[src/sv/rdm_pkg.sv]
`default_nettype none

package rdm_pkg;

    localparam int SPD_W      = 12;
    localparam int TRN_W      = 13;
    localparam int SPD_CFG_W  = 11;
    localparam int TRN_CFG_W  = 12;
    localparam int HT_W       = 8;
    localparam int RATE_W     = 10;
    localparam int CFG_IDX_W  = 3;
    localparam int CFG_DATA_W = 12;

    // ramp unit ports carry the wider angular channel
    localparam int RAMP_W     = TRN_W;
    localparam int RAMP_CFG_W = TRN_CFG_W;
    localparam int RAMP_INT_W = 16;

    // wheel mixing: 100*V -/+ h*W stays below 2^21 in magnitude
    localparam int MIX_W       = 23;
    localparam int MAG_W       = 21;
    localparam int PROD_W      = 2 * MAG_W;
    localparam int RECIP_SHIFT = 30;
    localparam int QUO_W       = PROD_W - RECIP_SHIFT;

    localparam logic [MAG_W-1:0]  RECIP       = 21'd1073742;
    localparam logic [6:0]        SPEED_SCALE = 7'd100;
    localparam logic [RATE_W-1:0] RATE_SAT    = 10'd1023;

    localparam logic [CFG_IDX_W-1:0] CFG_SPEED_STEP_MAX = 3'd0;
    localparam logic [CFG_IDX_W-1:0] CFG_SPEED_STEP_MIN = 3'd1;
    localparam logic [CFG_IDX_W-1:0] CFG_SPEED_LIMIT    = 3'd2;
    localparam logic [CFG_IDX_W-1:0] CFG_TURN_STEP_MAX  = 3'd3;
    localparam logic [CFG_IDX_W-1:0] CFG_TURN_STEP_MIN  = 3'd4;
    localparam logic [CFG_IDX_W-1:0] CFG_TURN_LIMIT     = 3'd5;
    localparam logic [CFG_IDX_W-1:0] CFG_HALF_TRACK     = 3'd6;

    typedef struct packed {
        logic [SPD_CFG_W-1:0] speed_step_max;
        logic [SPD_CFG_W-1:0] speed_step_min;
        logic [SPD_CFG_W-1:0] speed_limit;
        logic [TRN_CFG_W-1:0] turn_step_max;
        logic [TRN_CFG_W-1:0] turn_step_min;
        logic [TRN_CFG_W-1:0] turn_limit;
        logic [HT_W-1:0]      half_track;
    } t_cfg;

    localparam t_cfg CFG_RESET = '{
        speed_step_max: 11'd120,
        speed_step_min: 11'd10,
        speed_limit:    11'd1200,
        turn_step_max:  12'd200,
        turn_step_min:  12'd10,
        turn_limit:     12'd2400,
        half_track:     8'd20
    };

endpackage

`default_nettype wire

[src/sv/rdm_if.sv]
`default_nettype none

interface rdm_in_if;
    import rdm_pkg::*;

    logic                    valid;
    logic                    ready;
    logic signed [SPD_W-1:0] speed_target;
    logic signed [SPD_W-1:0] speed_step;
    logic signed [TRN_W-1:0] turn_target;
    logic signed [TRN_W-1:0] turn_step;

    modport source (
        output valid, speed_target, speed_step, turn_target, turn_step,
        input  ready
    );
    modport sink (
        input  valid, speed_target, speed_step, turn_target, turn_step,
        output ready
    );
endinterface

interface rdm_out_if;
    import rdm_pkg::*;

    logic                    valid;
    logic                    ready;
    logic                    left_forward;
    logic [RATE_W-1:0]       left_rate;
    logic                    right_forward;
    logic [RATE_W-1:0]       right_rate;
    logic signed [SPD_W-1:0] speed_now;
    logic signed [TRN_W-1:0] turn_now;

    modport source (
        output valid, left_forward, left_rate, right_forward, right_rate,
               speed_now, turn_now,
        input  ready
    );
    modport sink (
        input  valid, left_forward, left_rate, right_forward, right_rate,
               speed_now, turn_now,
        output ready
    );
endinterface

interface rdm_cfg_if;
    import rdm_pkg::*;

    logic                  valid;
    logic                  ready;
    logic [CFG_IDX_W-1:0]  index;
    logic [CFG_DATA_W-1:0] data;

    modport source (output valid, index, data, input ready);
    modport sink (input valid, index, data, output ready);
endinterface

`default_nettype wire

[src/sv/rdm_cfg.sv]
`default_nettype none

module rdm_cfg (
    input  wire logic                           i_clk,
    input  wire logic                           i_rst_n,
    input  wire logic                           i_wr_en,
    input  wire logic [rdm_pkg::CFG_IDX_W-1:0]  i_wr_index,
    input  wire logic [rdm_pkg::CFG_DATA_W-1:0] i_wr_data,
    output rdm_pkg::t_cfg                       o_cfg
);
    import rdm_pkg::*;

    t_cfg r_cfg;
    t_cfg n_cfg;

    always_comb begin
        n_cfg = r_cfg;
        if (i_wr_en) begin
            case (i_wr_index)
                CFG_SPEED_STEP_MAX: n_cfg.speed_step_max = i_wr_data[SPD_CFG_W-1:0];
                CFG_SPEED_STEP_MIN: n_cfg.speed_step_min = i_wr_data[SPD_CFG_W-1:0];
                CFG_SPEED_LIMIT:    n_cfg.speed_limit    = i_wr_data[SPD_CFG_W-1:0];
                CFG_TURN_STEP_MAX:  n_cfg.turn_step_max  = i_wr_data[TRN_CFG_W-1:0];
                CFG_TURN_STEP_MIN:  n_cfg.turn_step_min  = i_wr_data[TRN_CFG_W-1:0];
                CFG_TURN_LIMIT:     n_cfg.turn_limit     = i_wr_data[TRN_CFG_W-1:0];
                CFG_HALF_TRACK:     n_cfg.half_track     = i_wr_data[HT_W-1:0];
                default:            n_cfg = r_cfg;
            endcase
        end
    end

    always_ff @(posedge i_clk) begin
        if (!i_rst_n) begin
            r_cfg <= CFG_RESET;
        end else begin
            r_cfg <= n_cfg;
        end
    end

    assign o_cfg = r_cfg;

endmodule

`default_nettype wire

[src/sv/rdm_ramp.sv]
`default_nettype none

module rdm_ramp (
    input  wire logic signed [rdm_pkg::RAMP_W-1:0] i_cur,
    input  wire logic signed [rdm_pkg::RAMP_W-1:0] i_tar,
    input  wire logic signed [rdm_pkg::RAMP_W-1:0] i_step,
    input  wire logic [rdm_pkg::RAMP_CFG_W-1:0]    i_smax,
    input  wire logic [rdm_pkg::RAMP_CFG_W-1:0]    i_smin,
    input  wire logic [rdm_pkg::RAMP_CFG_W-1:0]    i_lim,
    output logic signed [rdm_pkg::RAMP_W-1:0]      o_next
);
    import rdm_pkg::*;

    logic signed [RAMP_INT_W-1:0] cur;
    logic signed [RAMP_INT_W-1:0] tar;
    logic signed [RAMP_INT_W-1:0] smax;
    logic signed [RAMP_INT_W-1:0] smin;
    logic signed [RAMP_INT_W-1:0] lim;
    logic signed [RAMP_INT_W-1:0] d;
    logic signed [RAMP_INT_W-1:0] d_abs;
    logic signed [RAMP_INT_W-1:0] sum;
    logic signed [RAMP_INT_W-1:0] diff;
    logic signed [RAMP_INT_W-1:0] diff_abs;
    logic signed [RAMP_INT_W-1:0] val;

    assign cur  = RAMP_INT_W'(i_cur);
    assign tar  = RAMP_INT_W'(i_tar);
    assign smax = $signed(RAMP_INT_W'(i_smax));
    assign smin = $signed(RAMP_INT_W'(i_smin));
    assign lim  = $signed(RAMP_INT_W'(i_lim));

    always_comb begin
        d = RAMP_INT_W'(i_step);
        if (d < -smax) d = -smax;
        if (d > smax) d = smax;
        d_abs = (d < 0) ? -d : d;
        // small nonzero steps are raised to the minimum
        if (d_abs < smin) begin
            if (d > 0) begin
                d = smin;
            end else if (d < 0) begin
                d = -smin;
            end
        end
        sum      = cur + d;
        diff     = sum - tar;
        diff_abs = (diff < 0) ? -diff : diff;
        if (diff_abs < smax) sum = tar;
        val = (cur != tar) ? sum : cur;
        if (val > lim) val = lim;
        if (val < -lim) val = -lim;
    end

    assign o_next = val[RAMP_W-1:0];

endmodule

`default_nettype wire

[src/sv/rdm_wheel.sv]
`default_nettype none

module rdm_wheel (
    input  wire logic signed [rdm_pkg::MIX_W-1:0] i_val,
    output logic                                  o_fwd,
    output logic [rdm_pkg::RATE_W-1:0]            o_rate
);
    import rdm_pkg::*;

    logic signed [MIX_W-1:0] val_abs;
    logic [MAG_W-1:0]        mag;
    logic [PROD_W-1:0]       prod;
    logic [QUO_W-1:0]        quo;

    assign val_abs = (i_val < 0) ? -i_val : i_val;
    assign mag     = val_abs[MAG_W-1:0];

    // divide by 1000 through the reciprocal, exact over the magnitude range
    assign prod = PROD_W'(mag) * PROD_W'(RECIP);
    assign quo  = prod[RECIP_SHIFT +: QUO_W];

    assign o_fwd  = (i_val > 0);
    assign o_rate = (quo > QUO_W'(RATE_SAT)) ? RATE_SAT : quo[RATE_W-1:0];

endmodule

`default_nettype wire

[src/sv/ramped_differential_drive_mixer.sv]
// Ramped differential drive mixer.
// Input channel i_in: one word per control tick with the linear and angular
// targets and the signed step for each. Output channel o_out: one word per tick
// in which either ramped value moved, with the left and right wheel direction
// and rate and the new linear and angular values. Ticks that move nothing
// update the state and give no output word.
// Configuration channel i_cfg: register index and data, always ready; it is to be
// written only while no word is in flight, which the user must ensure, as the block does not enforce it.
// From input acceptance a word passes through the input register, the ramp and
// state update into stage one, the wheel mixing multiply into stage two, then
// the divide by a thousand and saturation into the output register.
// Throughput is one word per cycle while the receiver does not stall; the ramp
// state closes its loop through its own register, so consecutive ticks go
// through back to back. When the receiver stalls, words stay in the output
// register and the stages behind it fill up before i_in.ready drops; ready returns
// as soon as any stage frees. Synchronous reset clears the ramped values to zero,
// empties all stages and loads the register reset values.
`default_nettype none

module ramped_differential_drive_mixer (
    input  wire logic  i_clk,
    input  wire logic  i_rst_n,
    rdm_in_if.sink     i_in,
    rdm_out_if.source  o_out,
    rdm_cfg_if.sink    i_cfg
);
    import rdm_pkg::*;

    t_cfg w_cfg;

    logic r_in_valid;
    logic signed [SPD_W-1:0] r_in_speed_target;
    logic signed [SPD_W-1:0] r_in_speed_step;
    logic signed [TRN_W-1:0] r_in_turn_target;
    logic signed [TRN_W-1:0] r_in_turn_step;

    logic signed [SPD_W-1:0] r_lin;
    logic signed [TRN_W-1:0] r_ang;
    logic signed [SPD_W-1:0] n_lin;
    logic signed [TRN_W-1:0] n_ang;
    logic signed [RAMP_W-1:0] ramp_lin;

    logic r_s1_valid;
    logic signed [SPD_W-1:0] r_s1_lin;
    logic signed [TRN_W-1:0] r_s1_ang;

    logic r_s2_valid;
    logic signed [MIX_W-1:0] r_s2_left;
    logic signed [MIX_W-1:0] r_s2_right;
    logic signed [SPD_W-1:0] r_s2_lin;
    logic signed [TRN_W-1:0] r_s2_ang;

    logic signed [MIX_W-1:0] n_hw;
    logic signed [MIX_W-1:0] n_pv;

    logic              n_left_fwd;
    logic [RATE_W-1:0] n_left_rate;
    logic              n_right_fwd;
    logic [RATE_W-1:0] n_right_rate;

    logic r_out_valid;
    logic r_out_left_fwd;
    logic [RATE_W-1:0] r_out_left_rate;
    logic r_out_right_fwd;
    logic [RATE_W-1:0] r_out_right_rate;
    logic signed [SPD_W-1:0] r_out_lin;
    logic signed [TRN_W-1:0] r_out_ang;

    logic out_free;
    logic s2_free;
    logic s1_free;
    logic in_free;
    logic step_fire;
    logic changed;

    assign i_cfg.ready = 1'b1;

    rdm_cfg u_cfg (
        .i_clk      (i_clk),
        .i_rst_n    (i_rst_n),
        .i_wr_en    (i_cfg.valid),
        .i_wr_index (i_cfg.index),
        .i_wr_data  (i_cfg.data),
        .o_cfg      (w_cfg)
    );

    // stage occupancy
    assign out_free  = !r_out_valid || o_out.ready;
    assign s2_free   = !r_s2_valid || out_free;
    assign s1_free   = !r_s1_valid || s2_free;
    assign in_free   = !r_in_valid || s1_free;
    assign step_fire = r_in_valid && s1_free;

    assign i_in.ready = in_free;

    always_ff @(posedge i_clk) begin
        if (!i_rst_n) begin
            r_in_valid <= 1'b0;
        end else if (in_free) begin
            r_in_valid <= i_in.valid;
        end
    end

    always_ff @(posedge i_clk) begin
        if (in_free) begin
            r_in_speed_target <= i_in.speed_target;
            r_in_speed_step   <= i_in.speed_step;
            r_in_turn_target  <= i_in.turn_target;
            r_in_turn_step    <= i_in.turn_step;
        end
    end

    // ramp both channels against the current state
    rdm_ramp u_ramp_lin (
        .i_cur  (RAMP_W'(r_lin)),
        .i_tar  (RAMP_W'(r_in_speed_target)),
        .i_step (RAMP_W'(r_in_speed_step)),
        .i_smax (RAMP_CFG_W'(w_cfg.speed_step_max)),
        .i_smin (RAMP_CFG_W'(w_cfg.speed_step_min)),
        .i_lim  (RAMP_CFG_W'(w_cfg.speed_limit)),
        .o_next (ramp_lin)
    );

    rdm_ramp u_ramp_ang (
        .i_cur  (r_ang),
        .i_tar  (r_in_turn_target),
        .i_step (r_in_turn_step),
        .i_smax (w_cfg.turn_step_max),
        .i_smin (w_cfg.turn_step_min),
        .i_lim  (w_cfg.turn_limit),
        .o_next (n_ang)
    );

    assign n_lin   = ramp_lin[SPD_W-1:0];
    assign changed = (n_lin != r_lin) || (n_ang != r_ang);

    always_ff @(posedge i_clk) begin
        if (!i_rst_n) begin
            r_lin      <= '0;
            r_ang      <= '0;
            r_s1_valid <= 1'b0;
        end else begin
            if (step_fire) begin
                r_lin <= n_lin;
                r_ang <= n_ang;
            end
            if (s1_free) begin
                r_s1_valid <= r_in_valid && changed;
            end
        end
    end

    always_ff @(posedge i_clk) begin
        if (s1_free) begin
            r_s1_lin <= n_lin;
            r_s1_ang <= n_ang;
        end
    end

    // wheel mixing
    assign n_hw = MIX_W'(r_s1_ang) * $signed(MIX_W'(w_cfg.half_track));
    assign n_pv = MIX_W'(r_s1_lin) * $signed(MIX_W'(SPEED_SCALE));

    always_ff @(posedge i_clk) begin
        if (!i_rst_n) begin
            r_s2_valid <= 1'b0;
        end else if (s2_free) begin
            r_s2_valid <= r_s1_valid;
        end
    end

    always_ff @(posedge i_clk) begin
        if (s2_free) begin
            r_s2_left  <= n_pv - n_hw;
            r_s2_right <= -(n_pv + n_hw);
            r_s2_lin   <= r_s1_lin;
            r_s2_ang   <= r_s1_ang;
        end
    end

    rdm_wheel u_wheel_left (
        .i_val  (r_s2_left),
        .o_fwd  (n_left_fwd),
        .o_rate (n_left_rate)
    );

    rdm_wheel u_wheel_right (
        .i_val  (r_s2_right),
        .o_fwd  (n_right_fwd),
        .o_rate (n_right_rate)
    );

    always_ff @(posedge i_clk) begin
        if (!i_rst_n) begin
            r_out_valid <= 1'b0;
        end else if (out_free) begin
            r_out_valid <= r_s2_valid;
        end
    end

    always_ff @(posedge i_clk) begin
        if (out_free) begin
            r_out_left_fwd   <= n_left_fwd;
            r_out_left_rate  <= n_left_rate;
            r_out_right_fwd  <= n_right_fwd;
            r_out_right_rate <= n_right_rate;
            r_out_lin        <= r_s2_lin;
            r_out_ang        <= r_s2_ang;
        end
    end

    assign o_out.valid         = r_out_valid;
    assign o_out.left_forward  = r_out_left_fwd;
    assign o_out.left_rate     = r_out_left_rate;
    assign o_out.right_forward = r_out_right_fwd;
    assign o_out.right_rate    = r_out_right_rate;
    assign o_out.speed_now     = r_out_lin;
    assign o_out.turn_now      = r_out_ang;

    // state moves only on a ramp step
    a_state_hold: assert property (@(posedge i_clk) disable iff (!i_rst_n)
        !step_fire |=> $stable(r_lin) && $stable(r_ang))
        else $error("ramp state changed without a step");

    a_speed_limit: assert property (@(posedge i_clk) disable iff (!i_rst_n)
        step_fire |=> (RAMP_W'(r_lin) <= $signed({2'b00, $past(w_cfg.speed_limit)}))
                   && (RAMP_W'(r_lin) >= -$signed({2'b00, $past(w_cfg.speed_limit)})))
        else $error("linear value beyond its limit");

    a_turn_limit: assert property (@(posedge i_clk) disable iff (!i_rst_n)
        step_fire |=> (r_ang <= $signed({1'b0, $past(w_cfg.turn_limit)}))
                   && (r_ang >= -$signed({1'b0, $past(w_cfg.turn_limit)})))
        else $error("angular value beyond its limit");

    a_s1_stall: assert property (@(posedge i_clk) disable iff (!i_rst_n)
        r_s1_valid && !s2_free |=> r_s1_valid && $stable(r_s1_lin) && $stable(r_s1_ang))
        else $error("ramped word lost under stall");

endmodule

`default_nettype wire

[src/flat_wrapper.sv]
// flat-port wrapper written by rule: the top's interface ports become plain ports
module ramped_differential_drive_mixer_flat import rdm_pkg::*;
  (i_clk, i_rst_n, i_in_valid, i_in_speed_target, i_in_speed_step, i_in_turn_target, i_in_turn_step, i_in_ready, o_out_valid, o_out_left_forward, o_out_left_rate, o_out_right_forward, o_out_right_rate, o_out_speed_now, o_out_turn_now, o_out_ready, i_cfg_valid, i_cfg_index, i_cfg_data, i_cfg_ready);
  rdm_in_if i_in_i ();
  rdm_out_if o_out_i ();
  rdm_cfg_if i_cfg_i ();
  input  wire logic i_clk;
  input  wire logic i_rst_n;
  input wire logic [$bits(i_in_i.valid)-1:0] i_in_valid;
  input wire logic [$bits(i_in_i.speed_target)-1:0] i_in_speed_target;
  input wire logic [$bits(i_in_i.speed_step)-1:0] i_in_speed_step;
  input wire logic [$bits(i_in_i.turn_target)-1:0] i_in_turn_target;
  input wire logic [$bits(i_in_i.turn_step)-1:0] i_in_turn_step;
  output wire logic [$bits(i_in_i.ready)-1:0] i_in_ready;
  output wire logic [$bits(o_out_i.valid)-1:0] o_out_valid;
  output wire logic [$bits(o_out_i.left_forward)-1:0] o_out_left_forward;
  output wire logic [$bits(o_out_i.left_rate)-1:0] o_out_left_rate;
  output wire logic [$bits(o_out_i.right_forward)-1:0] o_out_right_forward;
  output wire logic [$bits(o_out_i.right_rate)-1:0] o_out_right_rate;
  output wire logic [$bits(o_out_i.speed_now)-1:0] o_out_speed_now;
  output wire logic [$bits(o_out_i.turn_now)-1:0] o_out_turn_now;
  input wire logic [$bits(o_out_i.ready)-1:0] o_out_ready;
  input wire logic [$bits(i_cfg_i.valid)-1:0] i_cfg_valid;
  input wire logic [$bits(i_cfg_i.index)-1:0] i_cfg_index;
  input wire logic [$bits(i_cfg_i.data)-1:0] i_cfg_data;
  output wire logic [$bits(i_cfg_i.ready)-1:0] i_cfg_ready;
  assign i_in_i.valid = i_in_valid;
  assign i_in_i.speed_target = i_in_speed_target;
  assign i_in_i.speed_step = i_in_speed_step;
  assign i_in_i.turn_target = i_in_turn_target;
  assign i_in_i.turn_step = i_in_turn_step;
  assign i_in_ready = i_in_i.ready;
  assign o_out_valid = o_out_i.valid;
  assign o_out_left_forward = o_out_i.left_forward;
  assign o_out_left_rate = o_out_i.left_rate;
  assign o_out_right_forward = o_out_i.right_forward;
  assign o_out_right_rate = o_out_i.right_rate;
  assign o_out_speed_now = o_out_i.speed_now;
  assign o_out_turn_now = o_out_i.turn_now;
  assign o_out_i.ready = o_out_ready;
  assign i_cfg_i.valid = i_cfg_valid;
  assign i_cfg_i.index = i_cfg_index;
  assign i_cfg_i.data = i_cfg_data;
  assign i_cfg_ready = i_cfg_i.ready;
  ramped_differential_drive_mixer u_core (.i_clk(i_clk), .i_rst_n(i_rst_n), .i_in(i_in_i), .o_out(o_out_i), .i_cfg(i_cfg_i));
endmodule
[config.mk]
export PLATFORM = sky130hd
export DESIGN_NAME = ramped_differential_drive_mixer_flat
export DESIGN_NICKNAME = d
export VERILOG_FILES = /design/src/sv/rdm_pkg.sv /design/src/sv/rdm_if.sv /design/src/sv/rdm_cfg.sv /design/src/sv/rdm_ramp.sv /design/src/sv/rdm_wheel.sv /design/src/sv/ramped_differential_drive_mixer.sv /design/src/flat_wrapper.sv
export SDC_FILE = /design/constraint.sdc
export NUM_CORES = 2
export LEC_CHECK = 0
export ABC_CLOCK_PERIOD_IN_PS = 29000
export CAP_MARGIN = 20
export CORE_ASPECT_RATIO = 0.7
export CORE_MARGIN = 5
export CORE_UTILIZATION = 35
export CTS_BUF_LIST = sky130_fd_sc_hd__clkbuf_8
export CTS_CLUSTER_SIZE = 30
export DETAILED_ROUTE_END_ITERATION = 12
export DONT_BUFFER_PORTS = 1
export GPL_ROUTABILITY_DRIVEN = 0
export RECOVER_POWER = 50
export SYNTH_ARGS = -nofsm -noshare
export SYNTH_HDL_FRONTEND = slang
export SYNTH_SLANG_ARGS = --single-unit
export TNS_END_PERCENT = 5
[constraint.sdc]
create_clock -name i_clk -period 29 [get_ports i_clk]
set_clock_uncertainty 0.1 [all_clocks]
set_input_delay 0 -clock i_clk [delete_from_list [all_inputs] [get_ports i_clk]]
set_output_delay 0 -clock i_clk [all_outputs]
set_load 0.02 [all_outputs]
==> flow_metrics.tcl <==
set metrics [dict create \
    status "finished with violations" \
    violations "max-capacitance violations, max-slew violations" \
    via_count 32100 \
    clk_path_buf_depth 3 \
    cts_tree "built" \
    groute.usage.overall_pct 17.6 \
    slew_violations 133 \
    rsz0062_at_grt "no" \
    critPathMaxFanout 28 \
    start_util_pct 35.1 \
    yosys_warnings 0 \
    ctsHtreeMaxLevel 2 \
    finalSetupViolations 0 \
    avgViaCountPerCell 5.11 \
    cp_slowest_cell "a22oi_1" \
    die_x_um 415 \
    syn2layout_area_growth_pct 11.2 \
    fp.dieArea_um2 122000 \
    wirelength_mm 110 \
    ant_nets 0 \
    cp.arrival_ps 24820 \
    synth_fa_ha_area_share_pct 36.1 \
    cts_hold_buf 145 \
    cp.required_ps 29470 \
    fmax_ghz 0.0411 \
    tightest_slew_ps 3130 \
    antenna_found_initial 8 \
    ys_seq_elements 297 \
    synthArstFlopShare_pct 0 \
    rows 104 \
    netlist-cell-type-count 104 \
    postCtsSetupBuffers 0 \
    clk_pin_slew_ps 60 \
    synth_compound_area_share_pct 14.2 \
    hold_viol 0 \
    grt_pass1_wl_mm 174 \
    dp_hpwl_mm 88.9 \
    drc 0 \
    die_height_um 294 \
    setup-tns-final_ps 0 \
    core_area_um2 115000 \
    pin_count 120 \
    drive_above_1_share_pct 4.49 \
    crit_path_end_kind "flip-flop" \
    initialDrtViolationCount 1979 \
    cp_top_family "compound AO/OA/AOI/OAI gates" \
    synth_ff_type "edfxtp_1" \
    syn-num-nets 5621 \
    cts_root_buffer "clkbuf_8" \
    muxShareOfSynthArea_pct 1.92 \
    cts_resized 0 \
    fin_crit_ps 24350 \
    synth_simple_gate_area_share_pct 14.1 \
    fillers 11600 \
    min_period_over_period_pct 84.0 \
    synth_area_um2 40200 \
    cts_buffers 58 \
    relSlewSlack_pct -108 \
    maxCapViolations 3 \
    overflow 0 \
    wl_per_cell_um 17.4 \
    grt_pass1_vias 31300 \
    synth_xor_area_share_pct 5.98 \
    clkLatencyLatePin_ps 700 \
    clock_sinks 297 \
    cpPeakStageDelay_ps 800 \
    synth_cells 4558 \
    yosysSeqAreaShare_pct 19.5 \
    hold_path.class "in -> reg" \
    startpoint_type "flip-flop" \
    cp_common_cell "o21ai_0" \
    synth_area_per_cell_um2 8.82 \
    critPathKind "reg -> reg" \
    numPortBuffers 0 \
    synth_top_family_by_area "adder cells" \
    grt_max_degree 70 \
    synth_edf_count 191 \
    nNetsFinal 5757 \
    first_pass_iters 8 \
    cp_num_buf_inv 5 \
]
[final timing paths]
path                                                           from                                 end  slack, ps  cells past startpoint
worst max-delay path            u_core.u_cfg.o_cfg[68]$_SDFFE_PN0P_      u_core.r_s1_valid$_SDFFE_PN0P_       4650                    102
worst min-delay path                                    o_out_ready     u_core.o_out.valid$_SDFFE_PN0P_         70                      4
worst min register to register         u_core.r_s2_ang[0]$_DFFE_PP_  u_core.o_out.turn_now[0]$_DFFE_PP_        320                      0
worst max register to register  u_core.u_cfg.o_cfg[68]$_SDFFE_PN0P_      u_core.r_s1_valid$_SDFFE_PN0P_       4650                    102
[worst min-delay path, stage by stage]
cell	delay, ps
dlygate4sd3_1	520
nor2b_1	120
nor2_1	110
nor2_1	50
[through the flow]
step                      area (um2)  setup WS, ps  hold slack [ps]  instances  utilization [%]
final                          44700          4650             68.8       6286             39.0
after global routing           44700          2950             55.1       6284             39.0
after CTS                      44700          5250             19.5       6277             39.0
after detailed placement       42000          5300            -1.07       6024             36.7
after global placement         42000          5990            -1.07       6023             36.7
after floorplan                40200          7790            -11.1       4558                -
[synthesized netlist by cell type (all sizes together) (7+ instances only)]
cell       n  area (um2)
mux2i     51         523
nor2     261         987
ha       713        8920
xnor2    197        1730
o21a      49         368
o21bai    23         173
dfxtp    106        2120
a21oi    227        1150
o41ai     17         149
inv      731        2740
buf       26         148
a211o     10        87.6
a31o       7        61.3
a211oi    31         233
and3      36         225
nor3      79         422
o2111ai   10        87.6
or4        8        67.6
and2      74         465
a21o      58         435
or2       18         113
a31oi     28         175
nor4      30         215
o211ai    46         350
fa       280        5610
mux2      21         248
edfxtp   191        5740
clkbuf    88         330
nand3     78         390
o21ai    223        1130
or3       33         206
nand2b    39         244
xor2      74         648
nor2b     43         269
nand2    429        1620
o31a      13         114
a2111oi   14         124
a21boi    23         176
o31ai     38         285
nand4     36         225
[layout by cell type, fill, tap and decap left out, types with 38 or more instances in the layout]
master           n
ha_1           713
o21ai_0        208
a21o_1          58
nor2_1         258
a21oi_1        225
nand3_1         78
nand2b_1        39
clkbuf_8        68
fa_1           280
o211ai_1        45
xor2_1          74
inv_1          747
buf_4           41
nor2b_1         43
xnor2_1        196
dlygate4sd3_1  144
o31ai_1         38
mux2i_1         50
nor3_1          75
nand2_1        425
dfxtp_1        106
edfxtp_1       191
and2_1          69
o21a_1          49
[sequential cells by signal, indices dropped and copies added, names as in the netlist, 13 cells and up]
register and count:
u_core.u_cfg.o_cfg 77, u_core.o_out.turn_now 13, u_core.r_s1_ang 13, u_core.r_in_turn_step 13
u_core.r_s2_left 21, u_core.r_s2_right 23, u_core.r_ang 13, u_core.r_s2_ang 13
u_core.r_in_turn_target 13
[cell type report]
type	count	area, um2	area share [%]
Clock inverter	40	299	0.669
Multi-Input combinational cell	3413	29100	65.1
Tap cell	1537	1920	4.30
Inverter	734	2760	6.16
Clock buffer	68	936	2.09
Sequential cell	297	7860	17.6
Timing Repair Buffer	190	1790	4.01
Antenna cell	7	17.5	0.0392
[cell families (layout without fill, tap and decap cells)]
family                   Yosys count  in the layout
multiplexers                      72             72
AO/OA/AOI/OAI                    883            883
buffers and inverters            848           1032
flip-flops                       297            297
XOR/XNOR                         272            272
adder cells (fa/ha/maj)          993            993
other                              1              8
AND/OR/NAND/NOR                 1192           1192
[layer usage]
metal	share of wire (%)	wire, um	vias up	track usage, %
met4	1.6	1770	2	3.19
li1	-	-	15900	-
met2	44	48200	857	28.0
met3	6.9	7530	118	3.18
met1	48	52100	15200	25.2
met5	0.0064	7	-	0
Power is left out: the tool's default activity adds up to more than one toggle a clock period on the data nets, which glitch-free logic cannot reach.
